File: src/rtl/core/pdfm_pkg.sv
// Shared field widths, register indexes and constants of the PWM duty and frequency meter.
package pdfm_pkg;

	// result field widths
	localparam int HIGH_W   = 24;
	localparam int LOW_W    = 24;
	localparam int PERIOD_W = 25;
	localparam int DUTY_W   = 17;
	localparam int FREQ_W   = 37;
	localparam int PNS_W    = 35;

	// configuration registers
	localparam int RATE_W     = 28;
	localparam int SP_W       = 20;
	localparam int CFG_DATA_W = 28;
	localparam int CFG_IDX_W  = 1;

	localparam logic [CFG_IDX_W-1:0] CFG_RATE   = 1'd0;
	localparam logic [CFG_IDX_W-1:0] CFG_PERIOD = 1'd1;

	localparam logic [RATE_W-1:0] RATE_RST = 28'd1195005;
	localparam logic [SP_W-1:0]   SP_RST   = 20'd836817;

	// scale factors
	localparam int PS_PER_NS  = 1000;
	localparam int DUTY_SHIFT = 16;

endpackage

File: src/rtl/core/pdfm_if.sv
// Request channels of the meter: pin samples in, measurement results out.
interface pdfm_in_if;
	logic valid;
	logic ready;
	logic pin_level;

	modport source (output valid, output pin_level, input ready);
	modport sink (input valid, input pin_level, output ready);
endinterface

interface pdfm_out_if;
	logic                          valid;
	logic                          ready;
	logic [pdfm_pkg::HIGH_W-1:0]   high_samples;
	logic [pdfm_pkg::LOW_W-1:0]    low_samples;
	logic [pdfm_pkg::PERIOD_W-1:0] period_samples;
	logic [pdfm_pkg::DUTY_W-1:0]   duty_q16;
	logic [pdfm_pkg::FREQ_W-1:0]   freq_millihertz;
	logic [pdfm_pkg::PNS_W-1:0]    period_ns;
	logic                          count_saturated;

	modport source (
		output valid, output high_samples, output low_samples, output period_samples,
		output duty_q16, output freq_millihertz, output period_ns, output count_saturated,
		input ready
	);
	modport sink (
		input valid, input high_samples, input low_samples, input period_samples,
		input duty_q16, input freq_millihertz, input period_ns, input count_saturated,
		output ready
	);
endinterface

File: src/rtl/core/pwm_duty_frequency_meter.sv
// PWM duty-cycle and frequency meter: sample counter front end and serial arithmetic back end.
// One pin sample is taken per clock while ready is high. After reset or after a result the
// first sample arms the meter; if the pin is high it waits for a low, then for a rising edge,
// counts high samples up to the fall and low samples up to the next rise, and that closing
// rising sample ends the measurement. Counters stop at 2^COUNT_WIDTH-1 and raise
// count_saturated. The counts are then handed to a back end that works out duty (Q1.16),
// frequency (mHz) and period (ns), each rounded half up, through one bit-serial divider (one
// quotient bit per clock) of NUM_W = max(COUNT_WIDTH+22, 39) bits and a bit-serial multiplier
// (one bit of sample_period_ps per clock). The result waits on the three divider passes and
// the 20-step multiply, plus any wait of the output register on ready. Sampling continues
// while the back end works, except in the low phase of the next period: those samples, the
// closing one included, are held off (ready low) until the back end has passed its result to
// the output register.
module pwm_duty_frequency_meter #(
	parameter int COUNT_WIDTH = 24
) (
	input  logic                                clk,
	input  logic                                arst_n,
	input  logic                                cfg_we,
	input  logic [pdfm_pkg::CFG_IDX_W-1:0]      cfg_index,
	input  logic [pdfm_pkg::CFG_DATA_W-1:0]     cfg_data,
	pdfm_in_if.sink                             in_ch,
	pdfm_out_if.source                          out_ch
);

	localparam int PER_W = COUNT_WIDTH + 1;
	localparam int DEN_W = (PER_W > 10) ? PER_W : 10;
	localparam int NUM_W = (PER_W + 21 > 39) ? PER_W + 21 : 39;
	localparam int EXT_W = (PER_W > 26) ? PER_W : 26;
	localparam int MUL_CNT_W = $clog2(pdfm_pkg::SP_W + 1);

	localparam logic [COUNT_WIDTH-1:0] CNT_MAX = '1;

	// front end phases
	localparam logic [2:0] PH_ARM        = 3'd0;
	localparam logic [2:0] PH_WAIT_LOW   = 3'd1;
	localparam logic [2:0] PH_WAIT_HIGH  = 3'd2;
	localparam logic [2:0] PH_COUNT_HIGH = 3'd3;
	localparam logic [2:0] PH_COUNT_LOW  = 3'd4;

	// back end steps
	localparam logic [2:0] BK_IDLE = 3'd0;
	localparam logic [2:0] BK_DUTY = 3'd1;
	localparam logic [2:0] BK_FREQ = 3'd2;
	localparam logic [2:0] BK_MUL  = 3'd3;
	localparam logic [2:0] BK_PNS  = 3'd4;
	localparam logic [2:0] BK_OUT  = 3'd5;

	// configuration
	logic [pdfm_pkg::RATE_W-1:0] rate_q;
	logic [pdfm_pkg::SP_W-1:0]   sp_q;

	always_ff @(posedge clk or negedge arst_n) begin
		if (!arst_n) begin
			rate_q <= pdfm_pkg::RATE_RST;
			sp_q   <= pdfm_pkg::SP_RST;
		end else if (cfg_we) begin
			case (cfg_index)
				pdfm_pkg::CFG_RATE:   rate_q <= cfg_data[pdfm_pkg::RATE_W-1:0];
				pdfm_pkg::CFG_PERIOD: sp_q   <= cfg_data[pdfm_pkg::SP_W-1:0];
				default: ;
			endcase
		end
	end

	// ---------------- front end: edge tracking and counting ----------------
	logic [2:0]             phase_q;
	logic [COUNT_WIDTH-1:0] hc_q;
	logic [COUNT_WIDTH-1:0] lc_q;
	logic                   sat_q;
	logic [2:0]             bk_q;

	logic                   hi;
	logic                   in_fire;
	logic                   handoff;
	logic [COUNT_WIDTH-1:0] hc_inc;
	logic [COUNT_WIDTH-1:0] lc_inc;

	always_comb begin
		hi      = in_ch.pin_level;
		in_fire = in_ch.valid & in_ch.ready;
		handoff = in_fire & (phase_q == PH_COUNT_LOW) & hi;
		hc_inc  = (hc_q == CNT_MAX) ? hc_q : hc_q + 1'b1;
		lc_inc  = (lc_q == CNT_MAX) ? lc_q : lc_q + 1'b1;
	end

	// low-phase samples, closing edge included, wait for a free back end
	assign in_ch.ready = !((phase_q == PH_COUNT_LOW) && (bk_q != BK_IDLE));

	always_ff @(posedge clk or negedge arst_n) begin
		if (!arst_n) begin
			phase_q <= PH_ARM;
			hc_q    <= '0;
			lc_q    <= '0;
			sat_q   <= 1'b0;
		end else if (in_fire) begin
			case (phase_q)
				PH_ARM: begin
					hc_q    <= '0;
					lc_q    <= '0;
					sat_q   <= 1'b0;
					phase_q <= hi ? PH_WAIT_LOW : PH_WAIT_HIGH;
				end
				PH_WAIT_LOW: begin
					if (!hi)
						phase_q <= PH_WAIT_HIGH;
				end
				PH_WAIT_HIGH: begin
					if (hi) begin
						hc_q    <= COUNT_WIDTH'(1);
						phase_q <= PH_COUNT_HIGH;
					end
				end
				PH_COUNT_HIGH: begin
					if (hi) begin
						hc_q <= hc_inc;
						if (hc_inc == CNT_MAX)
							sat_q <= 1'b1;
					end else begin
						lc_q    <= COUNT_WIDTH'(1);
						phase_q <= PH_COUNT_LOW;
					end
				end
				PH_COUNT_LOW: begin
					if (!hi) begin
						lc_q <= lc_inc;
						if (lc_inc == CNT_MAX)
							sat_q <= 1'b1;
					end else begin
						phase_q <= PH_ARM;
					end
				end
				default: phase_q <= PH_ARM;
			endcase
		end
	end

	// ---------------- back end: serial arithmetic ----------------
	logic [COUNT_WIDTH-1:0] bh_q;
	logic [COUNT_WIDTH-1:0] bl_q;
	logic [PER_W-1:0]       per_q;
	logic                   bsat_q;
	logic                   div_start_q;
	logic [PER_W-1:0]       mul_hi_q;
	logic [pdfm_pkg::SP_W-1:0] mul_lo_q;
	logic [MUL_CNT_W-1:0]   mul_cnt_q;
	logic [pdfm_pkg::DUTY_W-1:0] duty_q;
	logic [pdfm_pkg::FREQ_W-1:0] freq_q;
	logic [pdfm_pkg::PNS_W-1:0]  pns_q;

	logic [NUM_W-1:0] div_num;
	logic [DEN_W-1:0] div_den;
	logic [NUM_W-1:0] div_quo;
	logic             div_done;
	logic [NUM_W-1:0] rate_ext;
	logic [NUM_W-1:0] half_per;
	logic [PER_W:0]   mul_sum;
	logic             per_zero;

	always_comb begin
		rate_ext = NUM_W'(rate_q);
		half_per = NUM_W'(per_q >> 1);
		per_zero = (per_q == '0);
		mul_sum  = {1'b0, mul_hi_q} + (mul_lo_q[0] ? {1'b0, per_q} : '0);
		case (bk_q)
			BK_DUTY: begin
				// high * 65536 / period
				div_num = (NUM_W'(bh_q) << pdfm_pkg::DUTY_SHIFT) + half_per;
				div_den = DEN_W'(per_q);
			end
			BK_FREQ: begin
				// rate * 1000 as 1024 - 16 - 8
				div_num = (rate_ext << 10) - (rate_ext << 4) - (rate_ext << 3) + half_per;
				div_den = DEN_W'(per_q);
			end
			BK_PNS: begin
				div_num = NUM_W'({mul_hi_q, mul_lo_q}) + NUM_W'(pdfm_pkg::PS_PER_NS / 2);
				div_den = DEN_W'(pdfm_pkg::PS_PER_NS);
			end
			default: begin
				div_num = '0;
				div_den = DEN_W'(per_q);
			end
		endcase
	end

	pdfm_div #(
		.NUM_W (NUM_W),
		.DEN_W (DEN_W)
	) u_div (
		.clk    (clk),
		.arst_n (arst_n),
		.start  (div_start_q),
		.num    (div_num),
		.den    (div_den),
		.quo    (div_quo),
		.done   (div_done)
	);

	// output register
	logic                            out_valid_q;
	logic [pdfm_pkg::HIGH_W-1:0]     o_high_q;
	logic [pdfm_pkg::LOW_W-1:0]      o_low_q;
	logic [pdfm_pkg::PERIOD_W-1:0]   o_per_q;
	logic [pdfm_pkg::DUTY_W-1:0]     o_duty_q;
	logic [pdfm_pkg::FREQ_W-1:0]     o_freq_q;
	logic [pdfm_pkg::PNS_W-1:0]      o_pns_q;
	logic                            o_sat_q;

	logic [EXT_W-1:0] h_ext;
	logic [EXT_W-1:0] l_ext;
	logic [EXT_W-1:0] p_ext;
	logic             out_free;
	logic             out_load;
	logic             div_go;

	always_comb begin
		h_ext    = EXT_W'(bh_q);
		l_ext    = EXT_W'(bl_q);
		p_ext    = EXT_W'(per_q);
		out_free = !out_valid_q || out_ch.ready;
		out_load = (bk_q == BK_OUT) && out_free;
		// divider kicks: on handoff, after duty, after the multiply
		div_go   = ((bk_q == BK_IDLE) && handoff) || ((bk_q == BK_DUTY) && div_done) ||
			((bk_q == BK_MUL) && (mul_cnt_q == MUL_CNT_W'(1)));
	end

	always_ff @(posedge clk or negedge arst_n) begin
		if (!arst_n) begin
			bk_q        <= BK_IDLE;
			div_start_q <= 1'b0;
			mul_cnt_q   <= '0;
			out_valid_q <= 1'b0;
		end else begin
			div_start_q <= div_go;
			if (out_load)
				out_valid_q <= 1'b1;
			else if (out_ch.valid && out_ch.ready)
				out_valid_q <= 1'b0;
			case (bk_q)
				BK_IDLE: begin
					if (handoff)
						bk_q <= BK_DUTY;
				end
				BK_DUTY: begin
					if (div_done)
						bk_q <= BK_FREQ;
				end
				BK_FREQ: begin
					if (div_done) begin
						bk_q      <= BK_MUL;
						mul_cnt_q <= MUL_CNT_W'(pdfm_pkg::SP_W);
					end
				end
				BK_MUL: begin
					mul_cnt_q <= mul_cnt_q - 1'b1;
					if (mul_cnt_q == MUL_CNT_W'(1))
						bk_q <= BK_PNS;
				end
				BK_PNS: begin
					if (div_done)
						bk_q <= BK_OUT;
				end
				BK_OUT: begin
					if (out_free)
						bk_q <= BK_IDLE;
				end
				default: bk_q <= BK_IDLE;
			endcase
		end
	end

	// back end payload
	always_ff @(posedge clk) begin
		if (handoff) begin
			bh_q   <= hc_q;
			bl_q   <= lc_q;
			per_q  <= PER_W'(hc_q) + PER_W'(lc_q);
			bsat_q <= sat_q;
		end
		if (bk_q == BK_DUTY && div_done)
			duty_q <= (per_zero || (|div_quo[NUM_W-1:pdfm_pkg::DUTY_W])) ?
				(per_zero ? '0 : '1) : div_quo[pdfm_pkg::DUTY_W-1:0];
		if (bk_q == BK_FREQ && div_done) begin
			freq_q <= (per_zero || (|div_quo[NUM_W-1:pdfm_pkg::FREQ_W])) ?
				(per_zero ? '0 : '1) : div_quo[pdfm_pkg::FREQ_W-1:0];
			mul_hi_q <= '0;
			mul_lo_q <= sp_q;
		end
		if (bk_q == BK_MUL) begin
			// shift-right product: add per into the upper half on each set bit
			mul_hi_q <= mul_sum[PER_W:1];
			mul_lo_q <= {mul_sum[0], mul_lo_q[pdfm_pkg::SP_W-1:1]};
		end
		if (bk_q == BK_PNS && div_done)
			pns_q <= (|div_quo[NUM_W-1:pdfm_pkg::PNS_W]) ? '1 :
				div_quo[pdfm_pkg::PNS_W-1:0];
		if (out_load) begin
			o_high_q <= (|h_ext[EXT_W-1:pdfm_pkg::HIGH_W]) ? '1 : h_ext[pdfm_pkg::HIGH_W-1:0];
			o_low_q  <= (|l_ext[EXT_W-1:pdfm_pkg::LOW_W]) ? '1 : l_ext[pdfm_pkg::LOW_W-1:0];
			o_per_q  <= (|p_ext[EXT_W-1:pdfm_pkg::PERIOD_W]) ? '1 :
				p_ext[pdfm_pkg::PERIOD_W-1:0];
			o_duty_q <= duty_q;
			o_freq_q <= freq_q;
			o_pns_q  <= pns_q;
			o_sat_q  <= bsat_q;
		end
	end

	assign out_ch.valid           = out_valid_q;
	assign out_ch.high_samples    = o_high_q;
	assign out_ch.low_samples     = o_low_q;
	assign out_ch.period_samples  = o_per_q;
	assign out_ch.duty_q16        = o_duty_q;
	assign out_ch.freq_millihertz = o_freq_q;
	assign out_ch.period_ns       = o_pns_q;
	assign out_ch.count_saturated = o_sat_q;

endmodule

File: src/rtl/core/pdfm_div.sv
// Bit-serial restoring divider: one quotient bit per cycle, MSB first.
module pdfm_div #(
	parameter int NUM_W = 46,
	parameter int DEN_W = 25
) (
	input  logic             clk,
	input  logic             arst_n,
	input  logic             start,
	input  logic [NUM_W-1:0] num,
	input  logic [DEN_W-1:0] den,
	output logic [NUM_W-1:0] quo,
	output logic             done
);

	localparam int CNT_W = $clog2(NUM_W + 1);

	logic [NUM_W-1:0] num_q;
	logic [DEN_W-1:0] rem_q;
	logic [DEN_W-1:0] den_q;
	logic [CNT_W-1:0] cnt_q;
	logic             busy_q;
	logic             done_q;

	logic [DEN_W:0]   shifted;
	logic [DEN_W:0]   diff;
	logic             fits;

	always_comb begin
		shifted = {rem_q, num_q[NUM_W-1]};
		diff    = shifted - {1'b0, den_q};
		fits    = shifted >= {1'b0, den_q};
	end

	always_ff @(posedge clk or negedge arst_n) begin
		if (!arst_n) begin
			busy_q <= 1'b0;
			done_q <= 1'b0;
			cnt_q  <= '0;
		end else if (start) begin
			busy_q <= 1'b1;
			done_q <= 1'b0;
			cnt_q  <= CNT_W'(NUM_W);
		end else if (busy_q) begin
			cnt_q <= cnt_q - 1'b1;
			if (cnt_q == CNT_W'(1)) begin
				busy_q <= 1'b0;
				done_q <= 1'b1;
			end
		end else begin
			done_q <= 1'b0;
		end
	end

	always_ff @(posedge clk) begin
		if (start) begin
			num_q <= num;
			rem_q <= '0;
			den_q <= den;
		end else if (busy_q) begin
			rem_q <= fits ? diff[DEN_W-1:0] : shifted[DEN_W-1:0];
			num_q <= {num_q[NUM_W-2:0], fits};
		end
	end

	assign quo  = num_q;
	assign done = done_q;

endmodule
File: src/flat_wrapper.sv
// flat-port wrapper written by rule: the top's interface ports become plain ports
module pwm_duty_frequency_meter_flat 
#(
	parameter int COUNT_WIDTH = 24
)
  (clk, arst_n, cfg_we, cfg_index, cfg_data, in_ch_valid, in_ch_pin_level, in_ch_ready, out_ch_valid, out_ch_high_samples, out_ch_low_samples, out_ch_period_samples, out_ch_duty_q16, out_ch_freq_millihertz, out_ch_period_ns, out_ch_count_saturated, out_ch_ready);
  pdfm_in_if in_ch_i ();
  pdfm_out_if out_ch_i ();
  input  logic clk;
  input  logic arst_n;
  input  logic cfg_we;
  input  logic [pdfm_pkg::CFG_IDX_W-1:0] cfg_index;
  input  logic [pdfm_pkg::CFG_DATA_W-1:0] cfg_data;
  input wire logic [$bits(in_ch_i.valid)-1:0] in_ch_valid;
  input wire logic [$bits(in_ch_i.pin_level)-1:0] in_ch_pin_level;
  output wire logic [$bits(in_ch_i.ready)-1:0] in_ch_ready;
  output wire logic [$bits(out_ch_i.valid)-1:0] out_ch_valid;
  output wire logic [$bits(out_ch_i.high_samples)-1:0] out_ch_high_samples;
  output wire logic [$bits(out_ch_i.low_samples)-1:0] out_ch_low_samples;
  output wire logic [$bits(out_ch_i.period_samples)-1:0] out_ch_period_samples;
  output wire logic [$bits(out_ch_i.duty_q16)-1:0] out_ch_duty_q16;
  output wire logic [$bits(out_ch_i.freq_millihertz)-1:0] out_ch_freq_millihertz;
  output wire logic [$bits(out_ch_i.period_ns)-1:0] out_ch_period_ns;
  output wire logic [$bits(out_ch_i.count_saturated)-1:0] out_ch_count_saturated;
  input wire logic [$bits(out_ch_i.ready)-1:0] out_ch_ready;
  assign in_ch_i.valid = in_ch_valid;
  assign in_ch_i.pin_level = in_ch_pin_level;
  assign in_ch_ready = in_ch_i.ready;
  assign out_ch_valid = out_ch_i.valid;
  assign out_ch_high_samples = out_ch_i.high_samples;
  assign out_ch_low_samples = out_ch_i.low_samples;
  assign out_ch_period_samples = out_ch_i.period_samples;
  assign out_ch_duty_q16 = out_ch_i.duty_q16;
  assign out_ch_freq_millihertz = out_ch_i.freq_millihertz;
  assign out_ch_period_ns = out_ch_i.period_ns;
  assign out_ch_count_saturated = out_ch_i.count_saturated;
  assign out_ch_i.ready = out_ch_ready;
  pwm_duty_frequency_meter #(.COUNT_WIDTH(COUNT_WIDTH)) u_core (.clk(clk), .arst_n(arst_n), .cfg_we(cfg_we), .cfg_index(cfg_index), .cfg_data(cfg_data), .in_ch(in_ch_i), .out_ch(out_ch_i));
endmodule
File: config.mk
export PLATFORM = sky130hd
export DESIGN_NAME = pwm_duty_frequency_meter_flat
export DESIGN_NICKNAME = d
export VERILOG_FILES = /design/src/rtl/core/pdfm_pkg.sv /design/src/rtl/core/pdfm_if.sv /design/src/rtl/core/pwm_duty_frequency_meter.sv /design/src/rtl/core/pdfm_div.sv /design/src/flat_wrapper.sv
export SDC_FILE = /design/constraint.sdc
export NUM_CORES = 1
export LEC_CHECK = 0
export ABC_AREA = 1
export BUFFER_PORTS_ARGS = -buffer_cell sky130_fd_sc_hd__clkbuf_2
export CORE_MARGIN = 4
export CORE_UTILIZATION = 40
export CTS_CLUSTER_SIZE = 10
export DETAILED_ROUTE_END_ITERATION = 7
export GPL_TIMING_DRIVEN = 0
export PLACE_DENSITY = 0.61
export SLEW_MARGIN = 0
export SYNTH_ARGS = -nofsm -noshare
export SYNTH_HDL_FRONTEND = slang
export SYNTH_HIERARCHICAL = 1
export SYNTH_SLANG_ARGS = --single-unit
File: constraint.sdc
create_clock -name clk -period 10 [get_ports clk]
set_input_delay 1 -clock clk [delete_from_list [all_inputs] [get_ports clk]]
set_output_delay 1 -clock clk [all_outputs]
set_load 0.02 [all_outputs]
==> results.md <==
- Worst Setup Path Type: flop to flop
- Mapped cell area: approximately 34000 um2
- GRT overflow: 0
- Internal power: 5.70 mW
- Largest net degree at the start of global routing: 77
- Simple-gate area share of the yosys netlist: 0.230
- CTS root buf: clkbuf_16
- Clock Power Share: 0.254
- Startpoint type of the worst setup path: flop
- Clock transition at path regs: approximately 0.06 ns
- Post-route DRC: 0
- Pwr dens: between 200 and 250 nW/um2
- Clk_lat worst skew: about 0.64 ns
- # H-tree levels: 3
- Critical path arrival: roughly 6 ns
- Min-Delay Path Class: primary input to async pin
- Detailed Routing Iterations Pass 1: 7
- Syn Area/Cell: roughly 8.3 um2
- Initial antenna violation count: 4
- Ys async rst share: 0.202
- Max Fclk: 180 MHz
- Setup Skew: 0.0353 ns
- Crit-path cells: inv_1 > ha_1 > a21oi_1 > o211ai_1 > nand2_1 > nand2_1 > a21boi_0 > xor2_1 > fa_1 > inv_1 > ha_1 > a21oi_1 > o21ai_0 > o21bai_1 > a21oi_1 > o21ai_0 > o21ai_0 > o221ai_1 > nand2_1 > nand2_1
- Final Cycle Share: 0.555
- Combinational cell fraction of total power: 0.398
- Total Wirelength: roughly 110000 um
- GPL Wtd Cong: between 0.9 and 1
- IO Port Bufs: 199
- Slew Limit Fails: 0
- Slew headroom: 0.270
- Global-route usage over all layers: 0.238
- Initial core utilization: 0.404
- Sequential share of the synthesized area: 0.486
- EDFF count, synth: roughly 440
- CTS sink cnt: 585
- Die area: 91000 um2
- Row Count: 107
- Non-filler cells in the finished layout: approximately 5600
- Synth Flop Type: edfxtp_1
- Psw: 3.95 mW
- Slowest cell on the critical path: dfstp_2
- Max cap viols: 0
- Hold Fails Final Rpt: 0
- Seq pwr share: 0.348
- Yosys reg bits: just under 600
- Synth Area in XOR/XNOR: 0.0234
- Net count reported at finish: approximately 4600
- Die H: a little over 300 um
- Vias in the first global route: between 20000 and 30000
- # IOs: 200
- Distinct cells, synth: between 60 and 70
- Chip Width: between 300 and 400 um
- Vias/cell: around 5.2
- Crit path capture type: flop
- Total nets after synthesis: roughly 4400
- Worst path most repeated cell: nand2_1
- Synth top area cells: edfxtp_1 (38%), nand2_1 (12%), dfrtp_1 (6.9%), inv_1 (6.5%), ha_1 (5.8%)
- Crit-path max cell delay: a little under 0.6 ns
- Via count: between 20000 and 30000
- Postcts setup bufs: 0
- CTS Hold Bufs: 0
- Post-synthesis cell type with the largest combined area: edfxtp_1
- Placed Cells: 5500
- Fin crit period: between 5 and 6 ns
- DRT iter0 DRCs: approximately 2400
- Core Region: roughly 85000 um2
- Endpoint required time on the critical path: 10.35 ns
- Post-synthesis compound-gate area fraction: 0.112
- Clock buffer depth: 3
- Post-CTS sizing: 0
- Syn Inst Count: 4138
- Avg WL per Cell: 19.4 um
- P_leak: ~17 nW
- Fin area: roughly 39000 um2
- Post-synth top area share: 0.385
- Largest family of logic cells by synthesized area: simple AND/OR/NAND/NOR gates
- Max FO, Critical Path: 6
- TritonCTS buffer count: a little over 70
- Warnings, synthesis: 6
- Post-synthesis adder-cell area fraction: 0.0716
- Setup-failing EPs final: 0
- CTS tree: done
- Ratio of cells with drive above 1 in the final layout: 0.0952
- Final HPWL DP: between 80000 and 90000 um
- Worst Max-Slew Pin Slew: approximately 1.1 ns
- Global-route wire length before repair: between 150000 and 200000 um
- Status: finished clean
- Peak supply drop: 0.118 mV
- Post-route ant nets: 0
- RSZ-0062 raised after global routing: false
- Mux cell area share after synthesis: 0
- Placement Cell Area: about 37000 um2
- Switching portion of total power: 0.409
- P&R area growth vs syn: 14.5%
-- cell families (layout without fill, tap and decap cells) --
group           count (synthesis)  after routing
xor+xnor                       92             92
fa+ha+maj                     183            183
flops                         585            585
other cells                     0              2
simple gates                 1889           1889
buf+inv                       692           1038
compound gates                697            697
-- sequential cells by signal (all words and copies together), names as in the netlist, 6 cells and up --
register,cells
u_core/bh_q,24
u_core/bl_q,24
u_core/duty_q,17
u_core/freq_q,37
u_core/hc_q,24
u_core/lc_q,24
u_core/mul_hi_q,25
u_core/mul_lo_q,20
u_core/out_ch.duty_q16,17
u_core/out_ch.freq_millihertz,37
u_core/out_ch.high_samples,24
u_core/out_ch.low_samples,24
u_core/out_ch.period_ns,35
u_core/out_ch.period_samples,25
u_core/per_q,25
u_core/pns_q,35
u_core/rate_q,28
u_core/sp_q,20
u_core/u_div/cnt_q,6
u_core/u_div/den_q,25
u_core/u_div/quo,46
u_core/u_div/rem_q,25
-- through the flow --
step	utilization	power [mW]	setup slack, ns	TNS, ns	hold slack (ns)
2_1_floorplan	-	5.96	1.54	0	0.400
3_3_place_gp	0.433	7.21	-2.59	-452.35	0.401
3_5_place_dp	0.437	7.18	4.59	0	0.405
4_1_cts	0.463	9.67	4.53	0	0.309
5_1_grt	0.463	10.3	4.14	0	0.330
6_report	0.463	9.65	4.45	0	0.315
-- path summary, 6_finish.rpt --
path                                   start  slack [ns]  cells after the start                          to
max                         u_core/rate_q[8]        4.45                     20        u_core/u_div/quo[24]
min                                   arst_n        0.32                      1             u_core/hc_q[17]
max reg2reg                 u_core/rate_q[8]        4.45                     20        u_core/u_div/quo[24]
min reg2reg                u_core/duty_q[15]        0.40                      0  u_core/out_ch.duty_q16[15]
max in group asynchronous             arst_n        8.89                      2           u_core/rate_q[17]
min in group clk           u_core/duty_q[15]        0.40                      0  u_core/out_ch.duty_q16[15]
-- critical path: cells and delay by family, from the launching register on --
kind / cells / cell delay (ns)
AOI/OAI and AO/OA: 10 / 2.65
adders and majority gates: 3 / 1.09
DFF: 1 / 0.59
and+or+nand+nor: 4 / 0.48
xor gates and xnor gates: 1 / 0.31
buffers and inverters: 2 / 0.12
-- power groups by stage --
| stage | Combinational (mW) | Clock [mW] | Sequential [mW] |
|---|---|---|---|
| final | 3.84 | 2.45 | 3.36 |
| after global routing | 4.29 | 2.63 | 3.40 |
| after CTS | 3.80 | 2.52 | 3.36 |
| after detailed placement | 3.78 | 0 | 3.40 |
| after global placement | 3.70 | 0 | 3.51 |
| after floorplan | 2.50 | 0 | 3.46 |
-- final cells by class --
cell class	count	area, um2
Sequential cell	585	16800
Buffer	79	363
Tap cell	1144	1430
Fill cell	8508	45800
Timing Repair Buffer	218	1320
Inverter	613	2300
Clock buffer	117	2100
Multi-Input combinational cell	2861	15100
Clock inverter	11	105
Antenna cell	2	5.00
-- synthesized netlist by cell type, types with 23 or more instances --
cell type and count:
a21oi_1 242, nand2_1 1101, nor2_1 361, dfstp_2 23
dfrtp_1 95, clkbuf_1 56, inv_1 596, xnor2_1 28
nand3_1 239, o22ai_1 28, nor3_1 51, xor2_1 64
dfxtp_1 25, o21ai_1 35, fa_1 24, ha_1 159
edfxtp_1 442, o21ai_0 261, nand4_1 44
-- metal layers --
| layer | vias to the layer above | global-route usage | wire (um) |
|---|---|---|---|
| met4 | 4 | 0.0782 | 3690 |
| li1 | 14400 | - | - |
| met3 | 165 | 0.0382 | 8580 |
| met1 | 13700 | 0.334 | 47700 |
| met5 | - | 0 | 27 |
| met2 | 1076 | 0.378 | 48900 |
-- cells in the final DEF, fill, tap and decap left out, types with 50 or more instances in the layout --
cell type	synthesis	routed
o21ai_0	261	261
a21oi_1	242	242
xor2_1	64	64
nor2_1	361	357
nor3_1	51	50
ha_1	159	159
clkbuf_2	0	199
nand2_1	1101	1101
clkbuf_16	0	74
edfxtp_1	442	442
inv_1	596	595
dfrtp_1	95	95
clkbuf_1	56	89
nand3_1	239	239
(Power assumes the default switching activity.)
